$ cat src/lcgrs_pkg.sv
package lcgrs_pkg;

  // Generator arithmetic.
  localparam int unsigned STATE_W = 32;
  localparam logic [STATE_W-1:0] LCG_MUL = 32'd1103515245;
  localparam logic [STATE_W-1:0] LCG_INC = 32'd12345;

  // The draw takes 15 bits starting at bit 16 of the new state.
  localparam int unsigned DRAW_LSB = 16;
  localparam int unsigned DRAW_W = 15;

  // Beat field widths.
  localparam int unsigned MODE_W = 2;
  localparam int unsigned VALUE_W = 16;
  localparam int unsigned BYTE_W = 8;

  // Default number of table entries.
  localparam int unsigned TABLE_DEPTH_DEF = 256;

  // Operation codes carried on the mode field.
  localparam logic [MODE_W-1:0] MODE_SEED = 2'd0;
  localparam logic [MODE_W-1:0] MODE_DRAW = 2'd1;
  localparam logic [MODE_W-1:0] MODE_SHUF = 2'd2;
  localparam logic [MODE_W-1:0] MODE_QUICK = 2'd3;

  // Control toward the shared arithmetic unit.
  typedef struct packed {
    logic start;
    logic seed_op;
  } unit_req_t;

  // Status from the shared arithmetic unit.
  typedef struct packed {
    logic done;
  } unit_rsp_t;

endpackage

$ cat src/lcgrs_ram.sv
module lcgrs_ram #(
  parameter int unsigned WIDTH = 8,
  parameter int unsigned DEPTH = 256
) (
  input  logic                     clk,
  input  logic                     we,
  input  logic [$clog2(DEPTH)-1:0] waddr,
  input  logic [WIDTH-1:0]         wdata,
  input  logic [$clog2(DEPTH)-1:0] raddr,
  output logic [WIDTH-1:0]         rdata
);

  logic [WIDTH-1:0] mem [DEPTH];

  // One write port and one registered read port.
  always_ff @(posedge clk) begin
    if (we) begin
      mem[waddr] <= wdata;
    end
    rdata <= mem[raddr];
  end

endmodule

$ cat src/lcgrs_draw.sv
module lcgrs_draw
  import lcgrs_pkg::*;
(
  input  logic                clk,
  input  logic                rst_n,
  input  unit_req_t           req,
  input  logic [STATE_W-1:0]  operand,
  input  logic [VALUE_W-1:0]  bound,
  output unit_rsp_t           rsp,
  output logic [STATE_W-1:0]  state_out,
  output logic [VALUE_W-1:0]  rem_out
);

  localparam int unsigned CNT_W = $clog2(DRAW_W);
  localparam logic [CNT_W-1:0] CNT_LAST = CNT_W'(DRAW_W - 1);

  logic                 div_act_r;
  logic                 done_r;
  logic [CNT_W-1:0]     cnt_r;
  logic [STATE_W-1:0]   st_r;
  logic [DRAW_W-1:0]    sh_r;
  logic [VALUE_W:0]     rem_r;
  logic [VALUE_W:0]     dvs_r;

  logic [STATE_W-1:0]   prod;
  logic [VALUE_W+1:0]   rem_try;
  logic [VALUE_W+1:0]   rem_sub;
  logic                 take;
  logic [VALUE_W:0]     rem_nxt;

  // One generator step: multiply by the constant and add the increment, modulo 2^32.
  assign prod = operand * LCG_MUL + LCG_INC;

  // One restoring-division step: bring in the next draw bit and subtract if it fits.
  assign rem_try = {rem_r, sh_r[DRAW_W-1]};
  assign rem_sub = rem_try - {1'b0, dvs_r};
  assign take    = rem_try >= {1'b0, dvs_r};
  assign rem_nxt = take ? rem_sub[VALUE_W:0] : rem_try[VALUE_W:0];

  // Sequencer of the shared unit.
  always_ff @(posedge clk) begin
    if (!rst_n) begin
      div_act_r <= 1'b0;
      done_r    <= 1'b0;
      cnt_r     <= '0;
    end else begin
      done_r <= 1'b0;
      if (req.start) begin
        // A seed finishes at once; a draw then runs one quotient bit per cycle.
        st_r      <= (req.seed_op && prod == '0) ? STATE_W'(1) : prod;
        sh_r      <= prod[DRAW_LSB +: DRAW_W];
        rem_r     <= '0;
        dvs_r     <= {1'b0, bound} + (VALUE_W+1)'(1);
        cnt_r     <= '0;
        div_act_r <= !req.seed_op;
        done_r    <= req.seed_op;
      end else if (div_act_r) begin
        rem_r <= rem_nxt;
        sh_r  <= {sh_r[DRAW_W-2:0], 1'b0};
        cnt_r <= cnt_r + CNT_W'(1);
        if (cnt_r == CNT_LAST) begin
          div_act_r <= 1'b0;
          done_r    <= 1'b1;
        end
      end
    end
  end

  assign rsp.done  = done_r;
  assign state_out = st_r;
  assign rem_out   = rem_r[VALUE_W-1:0];

endmodule

$ cat src/lcg_random_with_shuffle_table.sv
// Every accepted item ends in an out_valid strobe: a seed or a bounded draw once the shared
// unit is done, a quick read after the table read, a shuffle after the fill and all swaps.
// busy stays high for the whole item, so one item is in flight at a time; the draw
// time is set by the shared multiply and 15-step restoring remainder unit.
// Reset (rst_n low, synchronous) sets the state to 1, the read index to 0 and marks
// the table as all zeros. Results are strobed for one cycle; the receiver cannot stall.
module lcg_random_with_shuffle_table
  import lcgrs_pkg::*;
#(
  parameter int unsigned TABLE_DEPTH = TABLE_DEPTH_DEF
) (
  input  logic               clk,
  input  logic               rst_n,
  input  logic               start,
  output logic               busy,
  input  logic [MODE_W-1:0]  in_mode,
  input  logic [VALUE_W-1:0] in_seed_value,
  input  logic [VALUE_W-1:0] in_upper_bound,
  output logic               out_valid,
  output logic [VALUE_W-1:0] out_value
);

  localparam int unsigned IDX_W = $clog2(TABLE_DEPTH);
  localparam logic [IDX_W-1:0] IDX_LAST = IDX_W'(TABLE_DEPTH - 1);

  localparam logic [3:0] S_IDLE    = 4'd0;
  localparam logic [3:0] S_WAIT    = 4'd1;
  localparam logic [3:0] S_FILL    = 4'd2;
  localparam logic [3:0] S_SH_DRAW = 4'd3;
  localparam logic [3:0] S_SH_WAIT = 4'd4;
  localparam logic [3:0] S_RDI     = 4'd5;
  localparam logic [3:0] S_RDJ     = 4'd6;
  localparam logic [3:0] S_WRI     = 4'd7;
  localparam logic [3:0] S_WRJ     = 4'd8;
  localparam logic [3:0] S_QRD     = 4'd9;
  localparam logic [3:0] S_QOUT    = 4'd10;

  logic [3:0]         state_r;
  logic               out_valid_r;
  logic [VALUE_W-1:0] out_value_r;
  logic [STATE_W-1:0] gen_r;
  logic [IDX_W-1:0]   rd_idx_r;
  logic               filled_r;
  logic               seed_r;
  logic [IDX_W-1:0]   i_r;
  logic [IDX_W-1:0]   j_r;
  logic [BYTE_W-1:0]  t_r;

  logic               accept;
  unit_req_t          unit_req;
  unit_rsp_t          unit_rsp;
  logic [STATE_W-1:0] unit_operand;
  logic [VALUE_W-1:0] unit_bound;
  logic [STATE_W-1:0] unit_state;
  logic [VALUE_W-1:0] unit_rem;

  logic               ram_we;
  logic [IDX_W-1:0]   ram_waddr;
  logic [BYTE_W-1:0]  ram_wdata;
  logic [IDX_W-1:0]   ram_raddr;
  logic [BYTE_W-1:0]  ram_rdata;

  assign busy   = (state_r != S_IDLE);
  assign accept = start && !busy;

  // Requests to the shared unit: seeds and draws from the ports, draws of the shuffle.
  always_comb begin
    unit_req.start   = (accept && (in_mode == MODE_SEED || in_mode == MODE_DRAW))
                       || (state_r == S_SH_DRAW);
    unit_req.seed_op = (state_r == S_IDLE) && (in_mode == MODE_SEED);
    unit_operand     = unit_req.seed_op ? {{(STATE_W-VALUE_W){1'b0}}, in_seed_value} : gen_r;
    unit_bound       = (state_r == S_SH_DRAW) ? VALUE_W'(i_r) : in_upper_bound;
  end

  lcgrs_draw u_draw (
    .clk       (clk),
    .rst_n     (rst_n),
    .req       (unit_req),
    .operand   (unit_operand),
    .bound     (unit_bound),
    .rsp       (unit_rsp),
    .state_out (unit_state),
    .rem_out   (unit_rem)
  );

  // Table port selection for the fill, the swap steps and the quick read.
  always_comb begin
    ram_we    = 1'b0;
    ram_waddr = i_r;
    ram_wdata = BYTE_W'(i_r);
    ram_raddr = rd_idx_r;
    case (state_r)
      S_FILL: begin
        ram_we = 1'b1;
      end
      S_RDI: begin
        ram_raddr = i_r;
      end
      S_RDJ: begin
        ram_raddr = j_r;
      end
      S_WRI: begin
        ram_we    = 1'b1;
        ram_wdata = ram_rdata;
      end
      S_WRJ: begin
        ram_we    = 1'b1;
        ram_waddr = j_r;
        ram_wdata = t_r;
      end
      default: begin
        ram_we = 1'b0;
      end
    endcase
  end

  lcgrs_ram #(
    .WIDTH (BYTE_W),
    .DEPTH (TABLE_DEPTH)
  ) u_table (
    .clk   (clk),
    .we    (ram_we),
    .waddr (ram_waddr),
    .wdata (ram_wdata),
    .raddr (ram_raddr),
    .rdata (ram_rdata)
  );

  // Main sequencer.
  always_ff @(posedge clk) begin
    if (!rst_n) begin
      state_r     <= S_IDLE;
      out_valid_r <= 1'b0;
      gen_r       <= STATE_W'(1);
      rd_idx_r    <= '0;
      filled_r    <= 1'b0;
    end else begin
      out_valid_r <= 1'b0;
      case (state_r)
        S_IDLE: begin
          if (accept) begin
            case (in_mode)
              MODE_SEED, MODE_DRAW: begin
                seed_r  <= (in_mode == MODE_SEED);
                state_r <= S_WAIT;
              end
              MODE_SHUF: begin
                // The fill writes every entry, so the table reads back from memory from now on.
                filled_r <= 1'b1;
                i_r      <= '0;
                state_r  <= S_FILL;
              end
              default: begin
                state_r <= S_QRD;
              end
            endcase
          end
        end
        S_WAIT: begin
          if (unit_rsp.done) begin
            gen_r       <= unit_state;
            out_valid_r <= 1'b1;
            out_value_r <= seed_r ? '0 : unit_rem;
            state_r     <= S_IDLE;
          end
        end
        S_FILL: begin
          // Identity fill; the counter ends on the top entry, where the shuffle starts.
          if (i_r == IDX_LAST) begin
            state_r <= S_SH_DRAW;
          end else begin
            i_r <= i_r + IDX_W'(1);
          end
        end
        S_SH_DRAW: begin
          state_r <= S_SH_WAIT;
        end
        S_SH_WAIT: begin
          if (unit_rsp.done) begin
            gen_r   <= unit_state;
            j_r     <= unit_rem[IDX_W-1:0];
            state_r <= S_RDI;
          end
        end
        S_RDI: begin
          state_r <= S_RDJ;
        end
        S_RDJ: begin
          t_r     <= ram_rdata;
          state_r <= S_WRI;
        end
        S_WRI: begin
          state_r <= S_WRJ;
        end
        S_WRJ: begin
          if (i_r == IDX_W'(1)) begin
            rd_idx_r    <= '0;
            out_valid_r <= 1'b1;
            out_value_r <= '0;
            state_r     <= S_IDLE;
          end else begin
            i_r     <= i_r - IDX_W'(1);
            state_r <= S_SH_DRAW;
          end
        end
        S_QRD: begin
          state_r <= S_QOUT;
        end
        S_QOUT: begin
          out_valid_r <= 1'b1;
          out_value_r <= filled_r ? VALUE_W'(ram_rdata) : '0;
          rd_idx_r    <= (rd_idx_r == IDX_LAST) ? '0 : rd_idx_r + IDX_W'(1);
          state_r     <= S_IDLE;
        end
        default: begin
          state_r <= S_IDLE;
        end
      endcase
    end
  end

  assign out_valid = out_valid_r;
  assign out_value = out_value_r;

  // The shared unit only finishes while the sequencer waits for it.
  a_done_waited: assert property (@(posedge clk) disable iff (!rst_n)
    unit_rsp.done |-> (state_r == S_WAIT || state_r == S_SH_WAIT))
    else $error("arithmetic unit finished while the sequencer was not waiting");

  // A result beat is strobed only as the sequencer returns to idle.
  a_strobe_idle: assert property (@(posedge clk) disable iff (!rst_n)
    out_valid_r |-> (state_r == S_IDLE))
    else $error("result strobed while an item is still in progress");

  // An accepted beat makes the block busy in the next cycle.
  a_accept_busy: assert property (@(posedge clk) disable iff (!rst_n)
    accept |=> busy)
    else $error("accepted beat did not raise busy");

  // The read index stays inside the table.
  a_idx_range: assert property (@(posedge clk) disable iff (!rst_n)
    rd_idx_r <= IDX_LAST)
    else $error("read index left the table");

endmodule
$ cat config.mk
export PLATFORM = sky130hd
export DESIGN_NAME = lcg_random_with_shuffle_table
export DESIGN_NICKNAME = d
export VERILOG_FILES = /design/src/lcgrs_pkg.sv /design/src/lcgrs_ram.sv /design/src/lcgrs_draw.sv /design/src/lcg_random_with_shuffle_table.sv
export SDC_FILE = /design/constraint.sdc
export NUM_CORES = 2
export LEC_CHECK = 0
export ABC_AREA = 1
export BUFFER_PORTS_ARGS = -buffer_cell sky130_fd_sc_hd__buf_2
export CAP_MARGIN = 30
export CORE_MARGIN = 3
export CORE_UTILIZATION = 58
export CTS_CLUSTER_DIAMETER = 40
export DETAILED_ROUTE_END_ITERATION = 7
export GPL_ROUTABILITY_DRIVEN = 0
export PLACE_DENSITY_LB_ADDON = 0.1
export SYNTH_ARGS = -nofsm -noshare
export SYNTH_HDL_FRONTEND = slang
export SYNTH_SLANG_ARGS = --single-unit
$ cat constraint.sdc
create_clock -name clk -period 9 [get_ports clk]
set_input_delay 0.45 -clock clk [delete_from_list [all_inputs] [get_ports clk]]
set_output_delay 0.45 -clock clk [all_outputs]
set_load 0.02 [all_outputs]
==> summary.md <==
| Metric | Value |
|---|---|
| Status | complete, no violations |
| Hold WS | 55.0 ps |
| Leak | between 0.04 and 0.05 uW |
| Post_cts resized | 0 |
| Core outline area | 0.186 mm^2 |
| #FFs+latches synth | approximately 2200 |
| Logic pwr share | 0.360 |
| Kind of critical path | register to register |
| Max_cap viols | 0 |
| Routed WL | 300000 um |
| Critical path arrival | between 8000 and 9000 ps |
| Routed wire length per instance | around 23 um |
| ANT nets after route | 0 |
| CP Launch Point | state_r[3] |
| Nets | approximately 11000 |
| Setup crit start kind | register |
| Worst Reg-to-Reg Cells | 40 |
| CP dominant cell by count | inv_1 |
| Initial antenna violation count | 8 |
| PwrDens | ~330 mW/mm^2 |
| Int Pwr | between 20000 and 30000 uW |
| CTS tree | built |
| Sw frac | 0.372 |
| Total power | 40400 uW |
| H-tree levels | 5 |
| Fin util | 0.654 |
| Unique masters post-synth | 54 |
| Drt initial violations | roughly 9600 |
| Simple-gate share of the synthesized area | 0.217 |
| Crit path to | u_draw.state_out[1] |
| EDFF count, synth | around 2200 |
| Final Max Slew Viols | 0 |
| Final Critical Period | 8310 ps |
| Rows | between 150 and 200 |
| First-pass GRT wire length | approximately 450000 um |
| Most common cell after layout, fill and taps aside | edfxtp_1 |
| Final Hold Viols | 0 |
| Clock power share | 0.317 |
| Worst-path clk slew | roughly 50 ps |
| Most frequent cells in the layout | edfxtp_1 (2170), nand2_1 (1982), nand3_1 (1893), inv_1 (1631), nand3b_1 (584) |
| Die Height | roughly 440 um |
| CP Capture Type | register |
| Mean Syn Cell Area | 10.5 um^2 |
| Hold Path Depth | 4 |
| Final instance area | 0.122 mm^2 |
| Xor/xnor share of the synthesized area | 0.00476 |
| Most used DFF post-synth | edfxtp_1 |
| R2R Path Start | state_r[3] |
| Chip width | ~440 um |
| Worst min path class | input port to register |
| Synth Cell Area | around 0.11 mm^2 |
| Largest net degree at the start of global routing | around 180 |
| Worst-Skew Late Latency | 950 ps |
| GRT Total Usage | 0.310 |
| Highest Clock Rate | between 100 and 150 MHz |
| Sequential fraction of design power | 0.323 |
| Ys Warns | 0 |
| Largest family of logic cells by synthesized area | simple AND/OR/NAND/NOR gates |
| Mux cell area share after synthesis | 0.000184 |
| Area growth syn-to-layout | 12.0% |
| Remaining DRCs | 0 |
| Synthesized Nets | 10777 |
| Multi-input gate area | 0.0334 mm^2 |
| Proportion of layout cells with a drive suffix above 1 | 0.0723 |
| Total CTS buffers | 330 |
| DR pass1 iterations | 7 |
| # fillers | between 10000 and 15000 |
| Global route overflow | 0 |
| Tcrit/Tclk final | 0.923 |
| Number of buffers added on ports | between 50 and 60 |
| Via/cell ratio | between 5 and 6 |
| Post-synthesis adder-cell area fraction | 0.0599 |
| IO Pins | 55 |
| Critical Path RT | about 9600 ps |
| Longest Clk Path Bufs | 4 |
| FF-to-FF End | u_draw.state_out[1] |
| Placed inst area | around 0.11 mm^2 |
| Root buffer cell | clkbuf_16 |
| Die ar. | just under 0.2 mm^2 |
| Sequential area share after synthesis | 0.611 |
| Switching pwr | 15000 uW |
| Synth Instances | ~10000 |
| Ys async rst share | 0 |
| Number of global-route vias before repair | around 73000 |
| RSZ-0062 raised after global routing | no |
| CP max stage cell | fa_1 |
| Clock Sinks | between 2000 and 2500 |
| Post-DP HPWL | about 170000 um |
| Max incr delay on CP | ~530 ps |
| Routed vias | about 76000 |
| Initial Util | 0.585 |
| Max_slew headroom | 0.222 |
| VDD IR-drop max | 0.605 mV |
| Critical path peak fanout | 12 |
| Final setup vio count | 0 |
| Reg-to-reg setup timing slack | 690 ps |
| Compound-Gate Fraction of Synth Area | 0.0225 |
| Register area | around 0.066 mm^2 |
| Clock skew | approximately 65 ps |
| Least-Margin Pin Slew | roughly 1200 ps |
[timing repair]
action | in CTS | in global routing
hold buffers | 18 | 0
hold endpoints to repair | 15 | 0
setup buffers | 0 | 0
[logic make-up after synthesis]
logic type	Yosys count
flip-flops	2230
AND/OR/NAND/NOR	5009
multiplexers	2
XOR/XNOR	59
adder cells (fa/ha/maj)	411
buffers and inverters	2225
AO/OA/AOI/OAI	393
[power by group through the flow]
stage                     clock network [uW]  registers, uW  logic [uW]
after CTS                              12900          13000       14400
after detailed placement                   0          13200       14200
after global routing                   13400          13000       16300
after global placement                     0          13200       14100
after floorplan                            0          13700        9740
final                                  12800          13000       14500
[critical path, delay by kind of cell, from the launching register on]
family / cells / cell delay (ps)
AO/OA/AOI/OAI: 5 / 1050
XOR/XNOR: 1 / 290
adder cells (fa/ha/maj): 9 / 3750
buffers and inverters: 11 / 990
flip-flops: 1 / 460
AND/OR/NAND/NOR: 14 / 1500
[worst min path at each step]
stage / startpoint / end / slack (ps)
after floorplan: u_table.rdata[0] / t_r[0] / 410
after global placement: u_table.rdata[2] / t_r[2] / 420
after detailed placement: u_table.rdata[0] / t_r[0] / 430
after CTS: in_upper_bound[7] / u_draw.dvs_r[7] / 1
after global routing: in_upper_bound[7] / u_draw.dvs_r[7] / 50
final: in_upper_bound[1] / u_draw.dvs_r[1] / 50
[per-layer routing]
metal,global-route usage,part of all wire,vias up
met5,0,0.000033,-
met4,0.146,0.050,2
met3,0.0494,0.094,747
met2,0.480,0.46,3967
met1,0.432,0.40,36614
li1,-,-,34637
[metrics by stage]
stage	worst slack, ps	setup TNS, ps	std cells
finish	692	0	12993
global route	261	0	12991
CTS	825	0	12988
detailed placement	810	0	12390
global placement	755	0	12388
floorplan	-808	-1653630	10329
[registers in the layout, summed over array words and instances (netlist names), 15 cells and up]
signal,cells
gen_r,32
out_value,16
u_table.mem,2048
u_draw.state_out,32
u_draw.dvs_r,17
u_draw.sh_r,15
u_draw.rem_r,17
[synth_stat cells, types with 4 or more instances]
cell type,instances,area [um^2]
a31oi_1,7,43.8
ha_1,230,2880
a21oi_1,87,435
nor2_4,5,56.3
buf_4,36,270
clkbuf_1,101,379
o31ai_1,5,37.5
nor2_1,457,1720
xnor2_1,22,193
or2_2,10,62.6
a21o_1,8,60.1
o211ai_1,116,871
inv_1,1632,6130
buf_6,24,270
a221oi_1,5,43.8
nor4_1,7,43.8
fa_1,181,3620
o21ai_2,4,35.0
o21ai_0,119,596
nand3_1,1893,9470
nor3_1,16,80.1
o21bai_1,7,52.6
nand2_2,10,62.6
o221ai_1,8,70.1
nand4_1,22,138
nand2_1,1991,7470
inv_2,7,26.3
xor2_1,37,324
a211oi_1,5,37.5
o21ai_1,8,40.0
edfxtp_1,2170,65200
buf_2,381,1910
clkinv_1,4,15.0
nand3b_1,584,4380
buf_1,36,135
dfxtp_1,60,1200
[final cells by class]
cell class | instances | share of cell area
Inverter | 1644 | 0.0510
Timing Repair Buffer | 183 | 0.0131
Antenna cell | 2 | 0.0000412
Clock buffer | 381 | 0.0710
Tap cell | 2480 | 0.0255
Multi-Input combinational cell | 5874 | 0.274
Sequential cell | 2230 | 0.546
Clock inverter | 199 | 0.0192
(Power assumes the default switching activity.)
